<file path="src/rtl/lrf_pkg.sv">
// Shared types, codes and helpers for the RGBW fade engine.
// No dependencies.
package lrf_pkg;

  localparam int unsigned DefLedCount = 256;
  localparam int unsigned ChanW      = 16;
  localparam int unsigned ColW       = 4 * ChanW;
  localparam int unsigned BrtW       = 20;
  localparam int unsigned DvdW       = ChanW + BrtW;

  localparam logic [1:0] ACT_TICK   = 2'd0;
  localparam logic [1:0] ACT_START  = 2'd1;
  localparam logic [1:0] ACT_RENDER = 2'd2;
  localparam logic [1:0] ACT_UNUSED = 2'd3;

  localparam logic [2:0] WGT_W = 3'd5;
  localparam logic [2:0] WGT_R = 3'd3;
  localparam logic [2:0] WGT_G = 3'd4;
  localparam logic [2:0] WGT_B = 3'd2;

  typedef enum logic [1:0] {
    K_TICK,
    K_START,
    K_RENDER
  } kind_t;

  typedef struct packed {
    kind_t             kind;
    logic [7:0]        idx;
    logic [ColW-1:0]   target;
    logic [ChanW-1:0]  dur;
    logic              lim;
  } cmd_t;

  typedef enum logic [3:0] {
    S_IDLE,
    S_COPY,
    S_LD,
    S_BRT,
    S_LMUL,
    S_LGO,
    S_LDIV,
    S_BMUL,
    S_BSUM,
    S_BGO,
    S_BDIV,
    S_WB,
    S_OUT
  } state_t;

  // channel k: 0 = W (top), 3 = B (bottom)
  function automatic logic [ChanW-1:0] chan(input logic [ColW-1:0] c, input int unsigned k);
    chan = c[ColW-1-k*ChanW -: ChanW];
  endfunction

  function automatic logic [BrtW-1:0] bright(input logic [ColW-1:0] c);
    bright = BrtW'(WGT_W * chan(c, 0)) + BrtW'(WGT_R * chan(c, 1))
           + BrtW'(WGT_G * chan(c, 2)) + BrtW'(WGT_B * chan(c, 3));
  endfunction

  // floor(v/257): high byte, minus one when the low byte is below it
  function automatic logic [7:0] q257(input logic [ChanW-1:0] v);
    q257 = (v[7:0] < v[15:8]) ? v[15:8] - 8'd1 : v[15:8];
  endfunction

endpackage

</file>
<file path="src/rtl/lrf_front.sv">
// Front end: accepts input words, drops ignored ones, queues commands.
// Depends on lrf_pkg.
module lrf_front #(
  parameter int unsigned LED_COUNT = lrf_pkg::DefLedCount
) (
  input  logic                       clk,
  input  logic                       rst_n,
  input  logic                       in_push,
  output logic                       in_full,
  input  logic [1:0]                 in_action,
  input  logic [7:0]                 in_led_index,
  input  logic [15:0]                in_target_white,
  input  logic [15:0]                in_target_red,
  input  logic [15:0]                in_target_green,
  input  logic [15:0]                in_target_blue,
  input  logic [15:0]                in_duration_ticks,
  input  logic                       in_limit_brightness,
  output logic                       cmd_valid,
  output lrf_pkg::cmd_t              cmd,
  input  logic                       cmd_pop
);
  import lrf_pkg::*;

  cmd_t       q_r [2];
  logic       wp_r, wp_nxt, rp_r, rp_nxt;
  logic [1:0] cnt_r, cnt_nxt;
  logic       acc, keep;
  cmd_t       cin;

  assign in_full   = (cnt_r == 2'd2);
  assign acc       = in_push && !in_full;
  assign cmd_valid = (cnt_r != 2'd0);
  assign cmd       = q_r[rp_r];

  always_comb begin
    cin.idx    = in_led_index;
    cin.target = {in_target_white, in_target_red, in_target_green, in_target_blue};
    cin.dur    = in_duration_ticks;
    cin.lim    = in_limit_brightness;
    cin.kind   = K_TICK;
    keep       = 1'b0;
    case (in_action)
      ACT_TICK: begin
        cin.kind = K_TICK;
        keep     = 1'b1;
      end
      ACT_START: begin
        cin.kind = K_START;
        keep     = 1'b1;
      end
      ACT_RENDER: begin
        cin.kind = K_RENDER;
        keep     = ({3'd0, in_led_index} < 11'(LED_COUNT));
      end
      default: keep = 1'b0;
    endcase
  end

  always_comb begin
    wp_nxt  = wp_r;
    rp_nxt  = rp_r;
    cnt_nxt = cnt_r;
    if (acc && keep) begin
      wp_nxt = ~wp_r;
    end
    if (cmd_pop && cmd_valid) begin
      rp_nxt = ~rp_r;
    end
    cnt_nxt = cnt_r + {1'b0, acc && keep} - {1'b0, cmd_pop && cmd_valid};
  end

  always_ff @(posedge clk) begin
    if (!rst_n) begin
      wp_r  <= 1'b0;
      rp_r  <= 1'b0;
      cnt_r <= 2'd0;
    end else begin
      wp_r  <= wp_nxt;
      rp_r  <= rp_nxt;
      cnt_r <= cnt_nxt;
    end
  end

  always_ff @(posedge clk) begin
    if (acc && keep) begin
      q_r[wp_r] <= cin;
    end
  end

endmodule

</file>
<file path="config.mk">
export PLATFORM = sky130hd
export DESIGN_NAME = lrf_front
export DESIGN_NICKNAME = d
export VERILOG_FILES = /design/src/rtl/lrf_pkg.sv /design/src/rtl/lrf_front.sv
export SDC_FILE = /design/constraint.sdc
export NUM_CORES = 1
export LEC_CHECK = 0
export ABC_AREA = 0
export CAP_MARGIN = 0
export CORE_MARGIN = 5
export CORE_UTILIZATION = 35
export CTS_CLUSTER_DIAMETER = 50
export DETAILED_ROUTE_END_ITERATION = 6
export DONT_BUFFER_PORTS = 1
export PLACE_DENSITY_LB_ADDON = 0.1
export SYNTH_ARGS = -nofsm -noshare
export SYNTH_HDL_FRONTEND = slang
export SYNTH_SLANG_ARGS = --single-unit
</file>
<file path="constraint.sdc">
create_clock -name clk -period 6.8 [get_ports clk]
set_input_delay 0.34 -clock clk [delete_from_list [all_inputs] [get_ports clk]]
set_output_delay 0.34 -clock clk [all_outputs]
set_load 0.005 [all_outputs]
</file>
======== Word level (Yosys, flattened, before mapping) ========
Memory sizes are Yosys's and may differ from the RTL's. A register that Yosys moved wholly into a read port is not among the register bits.
Index checks and enable logic that the tools add are counted.
storage, ports and cells
  register bits ........................... 4
  memory bits (writable) .................. 182
  input port bits ......................... 95
  word-level logic and storage cells ...... 24
  memories kept ........................... 1
cells by class
  add/sub/neg operators ................... 2
  equal/unequal tests ..................... 3
  muxes and demuxes ....................... 6
  bitwise logic cells ..................... 2
  reductions and logical operators ........ 7
memory list
  memory  words  width  rd ports  clocked after Yosys merged registers in  wr ports  RTL line         text
  q_r     2      91     1         1                                        1         lrf_front.sv:24  cmd_t q_r [2];
operator list
  operator                                                                count
  1-bit 2-to-1 mux                                                        5
  2-bit equality test (second input constant)                             2
  2-bit one-hot mux with 2 select lines                                   1
  1-bit logical AND                                                       3
  3-bit OR reduction                                                      1
  2-bit by 1-bit adder with 2-bit output                                  1
  2-bit by 1-bit equality test with 1-bit output (second input constant)  1
  2-bit logical NOT                                                       1
  1-bit inverter                                                          2
  2-bit nonzero test                                                      1
  2-bit by 1-bit subtractor with 2-bit output                             1
  1-bit logical NOT                                                       1

======== Longest topological paths before layout ========
  depth in word-level cells ............... 6
  depth in mapped cells ................... 8
  depth with buffers taken out ............ 8

======== Worst setup path before layout ========
No wires, ideal clock.
  kind .................................... register to register
  start point ............................. reg cnt_r[1]
  end point ............................... mem q_r[0][0] in the netlist's numbering (enable)
  library setup time ...................... 0.541 ns
  arrival ................................. 4.447 ns
  data required time ...................... 6.259 ns
  setup slack ............................. 1.812 ns
  stages on the path, launching flop included .. 4
  buffers on the path ..................... 0
  cells stage by stage .................... dfxtp_1 nor2b_2 nand3b_4 nor2_1
between the ends
  word-level cells in the longest chain between the ends .. 6
ends and longest elaborated chain
  element                                 RTL line         text
  start, declared                         lrf_front.sv:26  logic [1:0] cnt_r, cnt_nxt;
  start signal, assigned                  lrf_front.sv:80  cnt_r <= cnt_nxt;
  2-bit equality test                     lrf_front.sv:30  assign in_full = (cnt_r == 2'd2);
  via in_full                             lrf_front.sv:9   output logic in_full,
  1-bit logical NOT                       lrf_front.sv:31  assign acc = in_push && !in_full;
  1-bit logical AND                       lrf_front.sv:31
  1-bit logical AND                       lrf_front.sv:85  if (acc && keep) begin
  1-bit 2-to-1 mux                        lrf_front.sv:85
  1-bit 2-to-1 mux (implied by the code)  lrf_front.sv:86  q_r[wp_r] <= cin;
  end, declared                           lrf_front.sv:24
The timed path passes the listed nets, and every way through them passes these cells.

==> reports/metrics.yaml <==
path_depth: 2
max_cap_violations: 0
grt_max_degree: 52
hold_viol_final: 0
synth.yosys.seq_area_share_pct: 76.4
rows: 52
grtUsageTotal_pct: 10.6
cts_tree: "yes"
h-tree-depth: 4
synthFlopType: "edfxtp_1"
worstHoldPathType: "input port to flop"
synth_most_common_cell: "edfxtp_1"
drcViolationCount: 0
p_int_mw: 2.27
synthToLayoutAreaGrowth_pct: 22.8
rsz0062_at_grt: "false"
ys_ff_latch: 187
cpMaxStageDelayCell: "dfxtp_4"
fp.dieW_um: 154
fmax_mhz: 343
finalPower_mw: 3.03
min_period_over_period_pct: 42.9
p_switching_mw: 0.768
drt-wirelength-per-cell_um: 18.3
setup_slack_ns: 3.89
first_global_vias: 3285
pre_cts_ws_ns: 4.25
die_h_um: 154
nNetsFinal: 511
vias: 3081
synthArstFlopShare_pct: 0
grt_first_pass_wirelength_um: 19200
seqPwrFrac_pct: 49.1
status: "complete, no violations"
p_sw_share_pct: 25.3
synth_fp_nets: 408
crit_arrival_ns: 2.57
setup_viol: 0
p_per_area_nw_per_um2: 339
core-area_sq_um: 20400
port_buffers: 0
endpoint_kind: "output port"
cts_root_buffer: "clkbuf_16"
post-place-cells: 576
initial_core_util_pct: 35.8
cts_sinks: 187
dieArea_sq_um: 23800
io_pins: 188
cp_data_required_time_ns: 6.46
first_pass_iters: 4
route.antenna.remaining_nets: 0
crit_family: "flip-flops"
path_clk_slew_ns: 0.07
place_congestion: 0.644
grt_overflow: 0
dp_hpwl_um: 8240
fin_worst_skew_ns: 0.00904
slew_violations: 0
worst_hold_slack_ns: 0.0430
post-route-min-period_ns: 2.91
yosys.area.top_type: "edfxtp_1"
critPathLaunchType: "flop"
tightest_slew_ns: 0.962
tns_ns: 0
synth_area_sq_um: 7290
critical_path_buf_inv_count: 1
crit_type: "flop to output port"
routed_wl_um: 12800
antenna_found_initial: 1
peakVddDrop_mv: 0.159
detail_route.iter0.violations: 128
via_per_inst: 4.41
path_max_fanout: 51
power.clock.fraction_pct: 31.2
stdcell_count: 698
r2r_cells: 4
synth_cells: 311
synth.top_cell.area_share_pct: 75.0
synth.yosys.warnings: 0
synth_edf_count: 182
slowest_delay_ns: 0.87
max-clock-path-buffers: 2
synth_common_cells: "edfxtp_1 (182), mux2_4 (90), buf_12 (9)"
leakagePower_nw: 3.12
synthTopCellsByArea: "edfxtp_1 (75%), mux2_4 (19%), buf_12 (2.5%)"
hold_path_depth: 1
syn_avg_cell_area_sq_um: 23.4
insertion_delay_ns: 0.41
maxSlewHeadroom_pct: 35.8
comb_power_share_pct: 19.7
cts_buffers: 17
cts_resized: 0
drive_gt1_share_pct: 30.4
crit_chain: "buf_4, mux2_4"
synthDistinctLibCells: 18
[stage by stage]
stage	utilization, %	area, sq um
detailed placement	36.8	7490
finish	43.9	8950
global route	43.9	8950
floorplan	-	7290
global placement	36.8	7490
CTS	43.9	8940
[per-layer routing]
metal	GRT usage [%]	vias to the layer above	wire length, um
met5	0	-	0
met4	3.66	0	124
met3	4.27	5	876
met2	17.8	99	6720
met1	12.2	1547	5030
li1	-	1430	-
[cell usage in the layout, fill, tap and decap left out]
cell / synthesis / layout
and2_1: 2 / 2
buf_4: 0 / 5
bufinv_16: 0 / 1
clkbuf_1: 0 / 2
clkbuf_16: 0 / 17
clkinv_1: 0 / 2
clkinv_4: 0 / 1
clkinvlp_4: 0 / 2
dfxtp_1: 5 / 4
dfxtp_4: 0 / 1
diode_2: 0 / 1
dlygate4sd3_1: 0 / 89
edfxtp_1: 182 / 182
ha_1: 2 / 2
inv_1: 2 / 2
inv_6: 0 / 4
inv_8: 0 / 3
mux2_2: 1 / 1
mux2_4: 90 / 90
mux2i_1: 1 / 1
nand2_1: 3 / 3
nand3b_4: 1 / 1
nor2_4: 0 / 2
nor2b_1: 4 / 4
nor2b_2: 1 / 1
o21a_1: 1 / 1
or2_2: 1 / 1
xnor2_1: 3 / 3
[final cells by class]
| cell class | count | area (sq um) |
|---|---|---|
| antenna | 1 | 2.50 |
| clock buffer | 19 | 433 |
| clock inverter | 13 | 130 |
| fill | 1762 | 11400 |
| inverter | 2 | 7.51 |
| multi-input combinational | 112 | 1540 |
| sequential | 187 | 5570 |
| tap | 270 | 338 |
| timing repair buffer | 94 | 928 |
[path summary, 6_finish.rpt]
path	startpoint	end	slack, ns
max	flop	cmd[69]	3.89
min reg2reg	wp_r	wp_r	0.53
max reg2reg	cnt_r[1]	q_r[0][12]	5.03
min	rst_n	cnt_r[0]	0.04
[flip-flops by register name, indices dropped and copies added, names as in the netlist, named ones only]
signal	flops
cnt_r	2
q_r	182
rp_r	1
wp_r	1
[repair_timing]
item,CTS,global route
hold buffers,89,0
endpoints found under the hold margin,178,0
buffers inserted,0,0
[worst reg2reg max path, cell delays in order (launching register included)]
cell and delay [ns]:
dfxtp_1 0.34, nor2b_2 0.17, nand3b_4 0.21, nor2_4 0.11, buf_4 0.53
[power by group through the flow]
stage                     clock (mW)  sequential, mW  combinational (mW)
after floorplan                    0            1.48               0.563
after global placement             0            1.52               0.573
after detailed placement           0            1.52               0.573
after CTS                      0.981            1.49               0.624
after global routing            1.04            1.51               0.643
final                          0.946            1.49               0.597
[logic make-up (layout without fill, tap and decap cells)]
family	after synthesis	count (layout)	synth area share, %
buf+inv	12	128	2.73
flops	187	187	76.4
xor+xnor	3	3	0.361
compound gates	1	1	0.103
fa+ha+maj	2	2	0.343
mux	92	92	18.8
simple gates	14	14	1.25
other cells	0	1	0
No activity file was read; power rests on OpenSTA's default activity.
